$ cat config.mk
export PLATFORM = sky130hd
export DESIGN_NAME = tdgm_lane
export DESIGN_NICKNAME = d
export VERILOG_FILES = /design/src/rtl/tdgm_pkg.sv /design/src/rtl/tdgm_lane.sv
export SDC_FILE = /design/constraint.sdc
export NUM_CORES = 2
export LEC_CHECK = 0
export BUFFER_PORTS_ARGS = -buffer_cell sky130_fd_sc_hd__buf_2
export CAP_MARGIN = 10
export CORE_MARGIN = 2
export CORE_UTILIZATION = 55
export CTS_BUF_LIST = sky130_fd_sc_hd__clkbuf_8
export CTS_CLUSTER_SIZE = 30
export DETAILED_ROUTE_END_ITERATION = 10
export PLACE_DENSITY = 0.78
export SLEW_MARGIN = 20
export SYNTH_ARGS = -nofsm -noshare
export SYNTH_HDL_FRONTEND = slang
export SYNTH_SLANG_ARGS = --single-unit
$ cat constraint.sdc
create_clock -name i_clk -period 11.5 [get_ports i_clk]
set_input_delay 0.575 -clock i_clk [delete_from_list [all_inputs] [get_ports i_clk]]
set_output_delay 0.575 -clock i_clk [all_outputs]
set_load 0.01 [all_outputs]
$ cat src/rtl/tdgm_pkg.sv
// shared types and constants of the two dimension gas meter
// request and result structs, lane result struct, register and function codes
`timescale 1ns / 1ps
`default_nettype none

package tdgm_pkg;

    localparam int GAS_W     = 32;
    localparam int WIDE_W    = 64;
    localparam int CFG_IDX_W = 8;

    typedef enum logic [CFG_IDX_W-1:0] {
        CFG_L2_LIMIT = 8'd0,
        CFG_DA_LIMIT = 8'd1
    } t_cfg_idx;

    localparam logic FUNC_CONSUME = 1'b0;
    localparam logic FUNC_CALL    = 1'b1;

    typedef struct packed {
        logic             func;
        logic [GAS_W-1:0] addr_gas;
        logic [GAS_W-1:0] opcode_l2_gas;
        logic [GAS_W-1:0] da_base_gas;
        logic [GAS_W-1:0] dyn_l2_gas;
        logic [GAS_W-1:0] dyn_da_gas;
        logic [GAS_W-1:0] dyn_l2_factor;
        logic [GAS_W-1:0] dyn_da_factor;
        logic [GAS_W-1:0] alloc_l2;
        logic [GAS_W-1:0] alloc_da;
    } t_in_req;

    typedef struct packed {
        logic              oog_base;
        logic              oog_l2;
        logic              oog_da;
        logic [WIDE_W-1:0] l2_witness;
        logic [WIDE_W-1:0] da_witness;
        logic [GAS_W-1:0]  call_l2_limit;
        logic [GAS_W-1:0]  call_da_limit;
        logic [GAS_W-1:0]  l2_used_now;
        logic [GAS_W-1:0]  da_used_now;
    } t_out_rsp;

    // what one dimension lane found for the request in its second stage
    typedef struct packed {
        logic              over_base;
        logic              over;
        logic [WIDE_W-1:0] witness;
        logic [GAS_W-1:0]  total_lo;
        logic [GAS_W-1:0]  call_limit;
        logic [GAS_W-1:0]  call_witness;
    } t_lane_res;

endpackage

`default_nettype wire

$ cat src/rtl/tdgm_lane.sv
// one gas dimension: registered base cost and dynamic product, then checks
// against the used gas and limit; depends on tdgm_pkg
`timescale 1ns / 1ps
`default_nettype none

module tdgm_lane (
    input  wire logic                     i_clk,
    input  wire logic                     i_load,
    input  wire logic [tdgm_pkg::GAS_W-1:0] i_base_a,
    input  wire logic [tdgm_pkg::GAS_W-1:0] i_base_b,
    input  wire logic [tdgm_pkg::GAS_W-1:0] i_dyn,
    input  wire logic [tdgm_pkg::GAS_W-1:0] i_factor,
    input  wire logic [tdgm_pkg::GAS_W-1:0] i_alloc,
    input  wire logic [tdgm_pkg::GAS_W-1:0] i_used,
    input  wire logic [tdgm_pkg::GAS_W-1:0] i_limit,
    output tdgm_pkg::t_lane_res           o_res
);
    import tdgm_pkg::*;

    logic [GAS_W-1:0]  r_base;
    logic [WIDE_W-1:0] r_prod;
    logic [GAS_W-1:0]  r_alloc;

    logic [GAS_W:0]    base_sum;
    logic [WIDE_W-1:0] lim_wide;
    logic [WIDE_W-1:0] total;
    logic [GAS_W-1:0]  left;

    // first stage: base cost wraps at 32 bits, product of the dynamic cost
    always_ff @(posedge i_clk) begin
        if (i_load) begin
            r_base  <= i_base_a + i_base_b;
            r_prod  <= WIDE_W'(i_dyn) * WIDE_W'(i_factor);
            r_alloc <= i_alloc;
        end
    end

    always_comb begin
        base_sum        = {1'b0, i_used} + {1'b0, r_base};
        lim_wide        = WIDE_W'(i_limit);
        total           = WIDE_W'(i_used) + WIDE_W'(r_base) + r_prod;
        o_res.over_base = base_sum > {1'b0, i_limit};
        o_res.over      = total > lim_wide;
        o_res.witness   = o_res.over ? (total - lim_wide - WIDE_W'(1)) : (lim_wide - total);
        o_res.total_lo  = total[GAS_W-1:0];
        // call mode: gas left wraps when used is above the limit
        left = i_limit - i_used;
        if (r_alloc < left) begin
            o_res.call_limit   = r_alloc;
            o_res.call_witness = left - r_alloc - GAS_W'(1);
        end else begin
            o_res.call_limit   = left;
            o_res.call_witness = r_alloc - left;
        end
    end

endmodule

`default_nettype wire

# After elaboration in Yosys (flattened, before gate mapping)
# Cells that the tools add are included.
# word_totals
ff_bits	128
inputBits	226
output_inout_bits	162
elab_cells	20
# classes
addsub	11
mul	1
n_lt_le_gt_ge	3
n_mux	2
# op_table
cell	n
2-to-1 mux 64 bit	2
subtractor 32 bit	3
adder 32 x 32 -> 33 bit	2
adder 33 x 64 -> 64 bit	1
greater-than comparator 64 x 32 -> 1 bit	1
multiplier 32 x 32 -> 64 bit	1
subtractor 32 x 64 -> 64 bit	1
subtractor 64 x 1 -> 64 bit, second input constant	1
subtractor 64 x 32 -> 64 bit	1
greater-than comparator 33 x 32 -> 1 bit	1
adder 32 bit	1
< comparator 32 bit	1
subtractor 32 x 1 -> 32 bit, second input constant	1

# Longest topological paths before layout
# depth
word_depth	5
depth_mapped	32
ltp_nobuf	30

# Worst setup path after synthesis
# Ideal clock, no wire load.
# synth_path
kind	input port to flip-flop
start	in i_dyn[31] (netlist bit)
end	reg r_prod[61] (data pin)
setup_time_ns	0.258
arrival_time_ns	7.753
required_ns	11.242
setup_slack_ns	3.488
path_stages	29
path_buffers	1
path_cell_list	clkbuf_1 nand2_1 fa_1 inv_1 fa_1 fa_1 inv_1 fa_1 inv_1 fa_1 fa_1 fa_1 inv_1 fa_1 inv_1 ha_1 a21o_1 a21o_1 a21oi_1 o21ai_0 a21o_1 a21oi_1 o21ai_0 a221o_1 a41o_1 o41a_1 a31o_2 a21oi_1 xnor2_1
# synth_between
elab_chain_cells	1
# synth_lines
element	line_no	source
start: declaration	tdgm_lane.sv:11	input wire logic [tdgm_pkg::GAS_W-1:0] i_dyn,
multiplier 32 x 32 -> 64 bit	tdgm_lane.sv:33	r_prod <= WIDE_W'(i_dyn) * WIDE_W'(i_factor);
end signal: assignment	tdgm_lane.sv:33	
end: declaration	tdgm_lane.sv:21	logic [WIDE_W-1:0] r_prod;
# Every way passes these cells.
# A chain may end at the register's enable or synchronous reset.

==> impl_metrics.csv <==
group,metric,value,unit
clock_network,path_clk_slew,0.13,ns
synth,synth.most_common_cell,"inv_1",
global_routing,grt_antenna_before_repair,17,
hold_path,hold_depth,1,
clock_network,cts.sinks,128,
clock_network,cts.htree.levels,4,
route,wl_per_cell,21.5,um
floorplanning,core-area,0.0950,mm2
layout,drive_gt1_frac,0.0788,
global_routing,grt-ovfl-total,0,
setup_path,criticalPathCategory,"reg2out",
floorplanning,ios,388,
clock_network,ctsLongestPathBuffers,2,
timing,tns,0,ns
global_routing,grt_pass1_wl,251000,um
floorplanning,start_util,0.555,
timing,rsz0062_at_grt,"false",
clock_network,cts_resized,0,
global_routing,grt_pass1_vias,44900,
timing,relSlewSlack,0.351,
clock_network,post_cts_buffers,0,
synth,seq_area_frac_synth,0.0729,
hold_path,holdPathEnd,"r_alloc[8]",
route,routed_via_density,5.80,
synth,ys_ff_latch,128,
timing,hold_viol_final,0,
clock_network,cts-root-buf,"clkbuf_8",
hold_path,hold_class,"in2reg",
synth,synth_area,0.0527,mm2
floorplanning,fp.dieW,314,um
layout,final_nets,7858,
route,drtIter0Drc,4001,
timing,slew_violations,0,
synth,ys_async_sr_fraction,0,
place,gp_congestion,0.977,
hold_path,holdCritStartpoint,"i_alloc[8]",
route,wl,160000,um
place,hpwl,130000,um
setup_path,critPathArrivalTime,8.65,ns
place,io_buffers,387,
global_routing,grt_usage,0.329,
synth,synth_top_area_frac,0.355,
timing,finalCritPeriodShare,0.802,
place,post-place-ws,2.44,ns
synth,synth_common_cells,"1,104 x inv_1, 935 x fa_1, 627 x and2_1",
clock_network,cts_made_buffers,17,
timing,period_minus_slack,9.23,ns
synth,synthesis.nets,7714,
timing,tightest_slew,0.965,ns
synth,synth_cells,6007,
run_status,outcome,"completed",
clock_network,hold_buffers,0,
floorplanning,dieArea,0.0983,mm2
setup_path,path_max_fanout,22,
route,dr.pass1.iters,8,
setup_path,critical_path_required,10.93,ns
global_routing,grt_max_degree,68,
floorplanning,num_rows,113,
floorplanning,die_y,314,um
layout,areaGrowthSynthToFinish,5.74,%
synth,synth_ff_type,"edfxtp_1",
clock_network,cts_tree,"yes",
synth,synth_edf_count,128,
synth,yosysTopAreaCell,"fa_1",
setup_path,critPathLaunchType,"register",
run,max_cap_viol_count,0,
timing,fmax,0.108,GHz
synth,yosys-top-cells-area,"fa_1 36%, ha_1 13%, inv_1 7.9%",
timing,setup_ws,2.27,ns
synth,yosysWarnings,0,
route,antenna_left,0,
route,drc,0,
synth,synth_cell_types,97,
route,vias,43200,
synth,syn_avg_cell_area,8.77,um2
timing,setup_viol,0,
setup_path,end_kind,"primary output",
-- worst max-delay path, cell delays in order, from the launching register on --
cell and delay [ns]:
edfxtp_1 0.48, fa_1 0.48, ha_1 0.25, fa_1 0.49, a211oi_1 0.23, nor2_1 0.10
a21o_1 0.21, nor2_1 0.16, o21ai_0 0.17, a31oi_1 0.42, xnor2_1 0.24, ha_1 0.44
and3_1 0.28, nand2_1 0.15, a31oi_1 0.32, nor2_1 0.10, o221ai_1 0.20, a21oi_1 0.17
o31a_1 0.34, nand4bb_4 0.62, nor2_8 0.59, inv_2 0.40, mux2_1 0.43, xnor2_1 0.55
buf_2 0.25
-- state kept, by name, summed over array words and instances (netlist names) --
signal	count
r_alloc	32
r_prod	64
r_base	32
-- cell families (layout without fill, tap and decap cells) --
group,count (synthesis),after routing,share of synthesized area
AOI/OAI and AO/OA,963,963,0.119
xor gates and xnor gates,300,300,0.0500
adders and majority gates,1481,1481,0.485
buffers and inverters,1377,1534,0.0988
DFF,128,128,0.0729
muxes,33,33,0.00651
other,0,14,0
and+or+nand+nor,1725,1725,0.168
-- per-stage QoR --
| step | util | cells | cell area [um2] | hold WS (ns) |
|---|---|---|---|---|
| floorplan | - | 6007 | 52700 | 0.674 |
| global placement | 0.581 | 7396 | 55200 | 0.754 |
| global route | 0.586 | 7439 | 55700 | 0.199 |
| finish | 0.586 | 7443 | 55700 | 0.204 |
| CTS | 0.586 | 7429 | 55700 | 0.189 |
| detailed placement | 0.582 | 7397 | 55300 | 0.753 |
-- cells in the final DEF (no fill, tap or decap), types with 12 or more instances in the layout --
cell type | Yosys | layout
inv_1 | 1104 | 1104
fa_1 | 935 | 935
and2_1 | 627 | 627
nand2_1 | 607 | 607
ha_1 | 546 | 546
buf_2 | 12 | 386
a21oi_1 | 291 | 291
xnor2_1 | 210 | 210
nor2_1 | 179 | 179
a21o_1 | 177 | 177
o21ai_0 | 171 | 171
edfxtp_1 | 128 | 128
xor2_1 | 89 | 89
nand3_1 | 65 | 65
o21bai_1 | 50 | 50
nor3_1 | 44 | 44
nand4_1 | 41 | 41
o21a_1 | 40 | 40
nor2b_1 | 35 | 35
and3_1 | 33 | 33
nand2b_1 | 33 | 33
o211ai_1 | 26 | 26
mux2i_1 | 23 | 23
a211oi_1 | 22 | 22
a31oi_1 | 21 | 20
o31ai_1 | 19 | 19
clkbuf_8 | 0 | 17
diode_2 | 0 | 14
a21boi_0 | 14 | 14
a211o_1 | 12 | 12
or3_1 | 12 | 12
a221o_1 | 12 | 12
-- area by class of cell --
cell class                 count  area, um2
multi-input combinational   4502      43700
clock buffer                  17        234
fill                        8414      39300
sequential                   128       3840
inverter                    1105       4150
timing repair buffer         397       2040
tap                         1265       1580
antenna                       14       35.0
clock inverter                15        165
-- how the worst max path moves through the flow --
stage,from,end,slack (ns),cells after the start
after CTS,r_base[1],o_res[116],2.44,24
after global placement,i_factor[9],r_prod[62],2.63,26
after detailed placement,i_factor[9],r_prod[62],2.44,26
final,r_base[1],o_res[116],2.27,24
after floorplan,i_dyn[31],r_prod[61],3.49,29
after global routing,r_base[1],o_res[116],2.01,24
-- per-layer routing --
metal  vias to the layer above  GRT usage  share of wire
met1                     21300      0.424           0.39
li1                      19300          -              -
met5                         -          0       0.000069
met3                       380     0.0698           0.11
met4                         2      0.133          0.044
met2                      2252      0.540           0.47
Power is left out: the tool's default activity adds up to more than one toggle a clock period on the data nets, which glitch-free logic cannot reach.
