==> src/rtl/tdgm_pkg.sv <==
// shared types and constants of the two dimension gas meter
// request and result structs, lane result struct, register and function codes
`timescale 1ns / 1ps
`default_nettype none

package tdgm_pkg;

    localparam int GAS_W     = 32;
    localparam int WIDE_W    = 64;
    localparam int CFG_IDX_W = 8;

    typedef enum logic [CFG_IDX_W-1:0] {
        CFG_L2_LIMIT = 8'd0,
        CFG_DA_LIMIT = 8'd1
    } t_cfg_idx;

    localparam logic FUNC_CONSUME = 1'b0;
    localparam logic FUNC_CALL    = 1'b1;

    typedef struct packed {
        logic             func;
        logic [GAS_W-1:0] addr_gas;
        logic [GAS_W-1:0] opcode_l2_gas;
        logic [GAS_W-1:0] da_base_gas;
        logic [GAS_W-1:0] dyn_l2_gas;
        logic [GAS_W-1:0] dyn_da_gas;
        logic [GAS_W-1:0] dyn_l2_factor;
        logic [GAS_W-1:0] dyn_da_factor;
        logic [GAS_W-1:0] alloc_l2;
        logic [GAS_W-1:0] alloc_da;
    } t_in_req;

    typedef struct packed {
        logic              oog_base;
        logic              oog_l2;
        logic              oog_da;
        logic [WIDE_W-1:0] l2_witness;
        logic [WIDE_W-1:0] da_witness;
        logic [GAS_W-1:0]  call_l2_limit;
        logic [GAS_W-1:0]  call_da_limit;
        logic [GAS_W-1:0]  l2_used_now;
        logic [GAS_W-1:0]  da_used_now;
    } t_out_rsp;

    // what one dimension lane found for the request in its second stage
    typedef struct packed {
        logic              over_base;
        logic              over;
        logic [WIDE_W-1:0] witness;
        logic [GAS_W-1:0]  total_lo;
        logic [GAS_W-1:0]  call_limit;
        logic [GAS_W-1:0]  call_witness;
    } t_lane_res;

endpackage

`default_nettype wire

==> src/rtl/tdgm_merge.sv <==
// merges the two lanes: out-of-gas flags, commit of used gas, result register
// depends on tdgm_pkg
`timescale 1ns / 1ps
`default_nettype none

module tdgm_merge (
    input  wire logic                     i_clk,
    input  wire logic                     i_rst_n,
    input  wire logic                     i_load,
    input  wire logic                     i_func,
    input  wire tdgm_pkg::t_lane_res      i_l2,
    input  wire tdgm_pkg::t_lane_res      i_da,
    output logic [tdgm_pkg::GAS_W-1:0]    o_l2_used,
    output logic [tdgm_pkg::GAS_W-1:0]    o_da_used,
    output tdgm_pkg::t_out_rsp            o_rsp
);
    import tdgm_pkg::*;

    logic [GAS_W-1:0] r_l2_used, n_l2_used;
    logic [GAS_W-1:0] r_da_used, n_da_used;
    t_out_rsp         r_out, n_out;
    logic             commit;

    always_comb begin
        commit    = (i_func == FUNC_CONSUME) && !i_l2.over_base && !i_da.over_base
                    && !i_l2.over && !i_da.over;
        n_l2_used = commit ? i_l2.total_lo : r_l2_used;
        n_da_used = commit ? i_da.total_lo : r_da_used;

        n_out             = '0;
        n_out.l2_used_now = n_l2_used;
        n_out.da_used_now = n_da_used;
        if (i_func == FUNC_CALL) begin
            n_out.l2_witness    = WIDE_W'(i_l2.call_witness);
            n_out.da_witness    = WIDE_W'(i_da.call_witness);
            n_out.call_l2_limit = i_l2.call_limit;
            n_out.call_da_limit = i_da.call_limit;
        end else begin
            n_out.oog_base   = i_l2.over_base || i_da.over_base;
            n_out.oog_l2     = i_l2.over;
            n_out.oog_da     = i_da.over;
            n_out.l2_witness = i_l2.witness;
            n_out.da_witness = i_da.witness;
        end
    end

    always_ff @(posedge i_clk) begin
        if (!i_rst_n) begin
            r_l2_used <= '0;
            r_da_used <= '0;
        end else if (i_load) begin
            r_l2_used <= n_l2_used;
            r_da_used <= n_da_used;
        end
    end

    always_ff @(posedge i_clk) begin
        if (i_load) begin
            r_out <= n_out;
        end
    end

    assign o_l2_used = r_l2_used;
    assign o_da_used = r_da_used;
    assign o_rsp     = r_out;

    a_hold_used: assert property (@(posedge i_clk) disable iff (!i_rst_n)
        !i_load |=> $stable(r_l2_used) && $stable(r_da_used))
        else $error("used gas changed without a request");

    a_no_commit_on_oog: assert property (@(posedge i_clk) disable iff (!i_rst_n)
        i_load && (n_out.oog_base || n_out.oog_l2 || n_out.oog_da)
        |=> $stable(r_l2_used) && $stable(r_da_used))
        else $error("used gas committed although out of gas");

    a_used_now: assert property (@(posedge i_clk) disable iff (!i_rst_n)
        i_load |=> r_out.l2_used_now == r_l2_used && r_out.da_used_now == r_da_used)
        else $error("reported used gas differs from state");

    a_call_flags: assert property (@(posedge i_clk) disable iff (!i_rst_n)
        i_load && i_func == FUNC_CALL
        |=> !r_out.oog_base && !r_out.oog_l2 && !r_out.oog_da && $stable(r_l2_used))
        else $error("call request raised a flag or changed state");

endmodule

`default_nettype wire

==> config.mk <==
export PLATFORM = sky130hd
export DESIGN_NAME = tdgm_merge
export DESIGN_NICKNAME = d
export VERILOG_FILES = /design/src/rtl/tdgm_pkg.sv /design/src/rtl/tdgm_merge.sv
export SDC_FILE = /design/constraint.sdc
export NUM_CORES = 1
export LEC_CHECK = 0
export BUFFER_PORTS_ARGS = -buffer_cell sky130_fd_sc_hd__buf_2
export CAP_MARGIN = 0
export CORE_AREA = 5 5 247 249
export CTS_BUF_LIST = sky130_fd_sc_hd__clkbuf_8
export CTS_CLUSTER_DIAMETER = 50
export DETAILED_ROUTE_END_ITERATION = 8
export DIE_AREA = 0 0 252 254
export PLACE_DENSITY = 0.45
export SLEW_MARGIN = 10
export SYNTH_ARGS = -nofsm -noshare
export SYNTH_HDL_FRONTEND = slang
export SYNTH_SLANG_ARGS = --single-unit
==> constraint.sdc <==
create_clock -name i_clk -period 4.1 [get_ports i_clk]
set_clock_uncertainty 0.15 [all_clocks]
set_input_delay 0 -clock i_clk [delete_from_list [all_inputs] [get_ports i_clk]]
set_output_delay 0 -clock i_clk [all_outputs]
set_load 0.1 [all_outputs]
==> flow_metrics.py, run 1 <==
metrics = {
    "clocking": {
        "root_buffer": "clkbuf_8",
        "postCtsResizedCells": 0,
        "cts_sinks": 323,
        "cts_buffer_depth": 3,
        "h-tree-depth": 2,
        "cts_hold_buf": 464,
        "cts_setup_buffers": 0,
        "cts_buffers": 61,
    },
    "logic_synthesis": {
        "syn_area_um2": 12800,
        "synth-seq-cells": 323,
        "synthCells": 827,
        "ys_types": 17,
        "syn_nets": 1155,
        "synth.avg_cell_area_um2": 15.5,
        "yosysSeqAreaShare_pct": 70.8,
        "ys_warn_count": 0,
    },
    "floorplanning": {
        "io_pins": 651,
        "die_x_um": 252,
        "initial_core_util_pct": 21.9,
        "rows": 89,
        "die_y_um": 254,
    },
    "place": {
        "hpwl_um": 33000,
        "numPortBuffers": 650,
        "placedCellCount": 2209,
        "gp_congestion": 0.836,
        "dp_slack_ns": 2.06,
    },
    "outcome": {
        "error_line": "[ERROR RSZ-0060] Max buffer count reached.",
        "haltStage": "clock tree synthesis (4_1_cts)",
        "run_status": "aborted with a tool error",
    },
}
==> per-stage QoR <==
| step | util, % | hold slack (ns) | instance area, um^2 |
|---|---|---|---|
| after detailed placement | 28.8 | 0.115 | 16800 |
| after global placement | 28.8 | 0.107 | 16800 |
| after floorplan | - | -0.0375 | 12800 |
==> cells in the mapped netlist <==
library cell | n | area (um^2)
buf_12 | 6 | 120
nand2_1 | 128 | 480
edfxtp_1 | 259 | 7780
nor2_1 | 2 | 7.51
buf_4 | 6 | 45.0
nor2_4 | 1 | 11.3
mux2_2 | 123 | 1390
mux2i_1 | 64 | 641
and2_1 | 64 | 400
clkbuf_1 | 34 | 128
mux2_1 | 5 | 56.3
or4_4 | 1 | 11.3
buf_6 | 1 | 11.3
buf_2 | 2 | 10.0
dfxtp_1 | 64 | 1280
nor3b_2 | 1 | 12.5
nor2b_1 | 66 | 413
==> kinds of logic after synthesis <==
family | share of synthesized area (%)
buffers and inverters | 2.46
flip-flops | 70.8
multiplexers | 16.3
AND/OR/NAND/NOR | 10.4
==> run 2, diff against run 1 <==
--- a/config.mk
+++ b/config.mk
@@ -7,12 +7,10 @@
 export LEC_CHECK = 0
 export BUFFER_PORTS_ARGS = -buffer_cell sky130_fd_sc_hd__buf_2
 export CAP_MARGIN = 0
-export CORE_AREA = 5 5 247 249
-export CTS_BUF_LIST = sky130_fd_sc_hd__clkbuf_8
-export CTS_CLUSTER_DIAMETER = 50
+export CORE_AREA = 5 5 254 256
 export DETAILED_ROUTE_END_ITERATION = 8
-export DIE_AREA = 0 0 252 254
-export PLACE_DENSITY = 0.45
+export DIE_AREA = 0 0 259 261
+export PLACE_DENSITY_LB_ADDON = 0.15
 export SLEW_MARGIN = 10
 export SYNTH_ARGS = -nofsm -noshare
 export SYNTH_HDL_FRONTEND = slang
==> run 2 against run 1 <==
The flow now finishes without violations. Synthesized cell count unchanged. Area after synthesis unchanged.
==> flow_metrics.py, run 2 <==
metrics = {
    "outcome": {
        "run_status": "finished, final reports clean",
    },
    "grt": {
        "antenna_found_initial": 4,
        "grt_pass1_wl_um": 69600,
        "track_usage_pct": 13.3,
        "grt_max_degree": 139,
        "first_global_vias": 11300,
        "overflow": 0,
    },
    "drt": {
        "wire_per_inst_um": 17.4,
        "dr.pass1.iters": 4,
        "drtIter0Drc": 429,
        "viasPerCell": 3.83,
        "drc": 0,
        "wl_um": 48700,
        "drt.antenna.violating_nets": 0,
        "vias": 10700,
    },
    "logic_synthesis": {
        "synthCells": 827,
        "yosysSeqAreaShare_pct": 70.8,
        "synth.most_common_cell": "edfxtp_1",
        "synth_mux_area_share_pct": 16.3,
        "syn_area_um2": 12800,
        "synth_xor_area_share_pct": 0,
        "synth_edf_count": 259,
        "synth-adder-area-share_pct": 0,
        "ys_warn_count": 0,
        "synth_top_area_share_pct": 60.8,
        "syn_nets": 1155,
        "synth_commonest_cells": "259 x edfxtp_1, 128 x nand2_1, 123 x mux2_2",
        "synth-simple-area-share_pct": 10.4,
        "synth.area.top_cells": "edfxtp_1 61%, mux2_2 11%, dfxtp_1 10%",
        "yosysTopAreaCell": "edfxtp_1",
        "synth_top_family_by_area": "multiplexers",
        "ys_dominant_reg_cell": "edfxtp_1",
        "synth-seq-cells": 323,
        "async_reset_ff_share_pct": 0,
        "synth_compound_area_share_pct": 0,
        "synth.avg_cell_area_um2": 15.5,
        "ys_types": 17,
    },
    "sta": {
        "max_slew_margin_pct": 22.6,
        "fin_crit_ns": 2.87,
        "setup_tns_ns": 0,
        "setup_violations": 0,
        "worstMarginPinSlew_ns": 1.16,
        "slew_violations": 0,
        "fin_crit_sh_pct": 69.9,
        "fmax_mhz": 349,
        "whs_ns": 0.0432,
        "hold_violations": 0,
        "rsz0062_at_grt": "false",
    },
    "clocking": {
        "clk_pin_slew_worst_paths_ns": 0.05,
        "cts_tree": "done",
        "insertion_delay_ns": 0.55,
        "cts_buffers": 41,
        "cts_sinks": 323,
        "cts_setup_buffers": 0,
        "cts_hold_buf": 438,
        "root_buffer": "clkbuf_16",
        "postCtsResizedCells": 0,
        "cts_buffer_depth": 3,
        "h-tree-depth": 2,
    },
    "place": {
        "hpwl_um": 34000,
        "gp_congestion": 0.763,
        "numPortBuffers": 650,
    },
    "final_layout": {
        "final_common_cell": "buf_2",
        "syn2layout_area_growth_pct": 76.7,
        "mostFrequentLayoutCells": "647 x buf_2, 438 x dlygate4sd3_1, 259 x edfxtp_1, 128 x nand2_1, 123 x mux2_2",
        "largest_reg_flops": 259,
        "nets": 2248,
        "drive_above_1_share_pct": 43.0,
        "fin_util_pct": 36.3,
    },
    "setup_path": {
        "crit_path_end_kind": "flop",
        "r2r_cells": 3,
        "crit_fanout": 38,
        "cp.arrival_ns": 3.20,
        "path_class": "in2reg",
        "start_kind": "input pin",
        "required_ns": 4.43,
    },
    "min_path": {
        "min_path_cells": 3,
        "hold_class": "in2reg",
    },
    "floorplanning": {
        "die_y_um": 261,
        "rows": 92,
        "initial_core_util_pct": 20.5,
        "io_pins": 651,
        "die_area_um2": 67600,
        "fp.coreArea_um2": 62300,
        "die_x_um": 259,
    },
    "power_and_ir_drop": {
        "ir_worst_vdd_uv": 282,
        "power.leakage_nw": 9.68,
        "powerDensity_nw_per_um2": 430,
        "power_mw": 9.71,
    },
    "job": {
        "maxCapViolations": 0,
    },
}
## run 2: layout make-up
class,count,area [um^2]
diodes,3,7.51
well taps,846,1060
flip-flops and latches,323,9060
fillers,6227,39700
clock buffers,54,1100
clock inverters,19,174
repair buffers,1099,7790
multi-input cells,455,3420
## run 2: critical path, cell delays in order
cell	delay, ns
dlygate4sd3_1	0.53
buf_2	0.13
or4_4	0.58
nor3b_4	0.76
buf_12	0.36
mux2i_1	0.22
dlygate4sd3_1	0.56
## run 2: kinds of logic (layout without fill, tap and decap cells)
family                 Yosys count  count (layout)
buffers and inverters           49            1172
flip-flops                     323             323
multiplexers                   192             192
other                            0               3
AND/OR/NAND/NOR                263             263
## run 2: worst paths after layout
| check | slack, ns | endpoint | startpoint |
|---|---|---|---|
| hold / removal | 0.04 | o_da_used[22] | i_rst_n |
| setup reg to reg | 2.73 | o_da_used[14] | o_da_used[14] |
| hold reg to reg | 0.33 | o_da_used[29] | o_da_used[29] |
| setup / recovery | 1.23 | o_l2_used[11] | i_l2[161] |
## run 2: per-layer routing
metal	share of wire (%)	routed length, um	up-vias	track usage, %
met5	0.027	13	-	0
met4	3.1	1480	2	4.41
met3	7.8	3820	79	4.68
met2	53	25600	339	24.4
met1	36	17700	5163	14.3
li1	-	-	5141	-
## run 2: per-stage QoR
step           cells  setup slack, ns  cell area [um^2]
6_report        2799             1.23             22600
3_3_place_gp    2285             1.81             16900
4_1_cts         2796             1.26             22600
3_5_place_dp    2285             1.74             16900
5_1_grt         2797             1.11             22600
2_1_floorplan    827             2.42             12800
## run 2: where the power goes
part	switching [mW]	internal [mW]
Sequential	0.0483	3.76
Combinational	1.81	0.606
Clock	1.42	2.07
Total	3.28	6.43
Power figures use the tool's default switching activity.
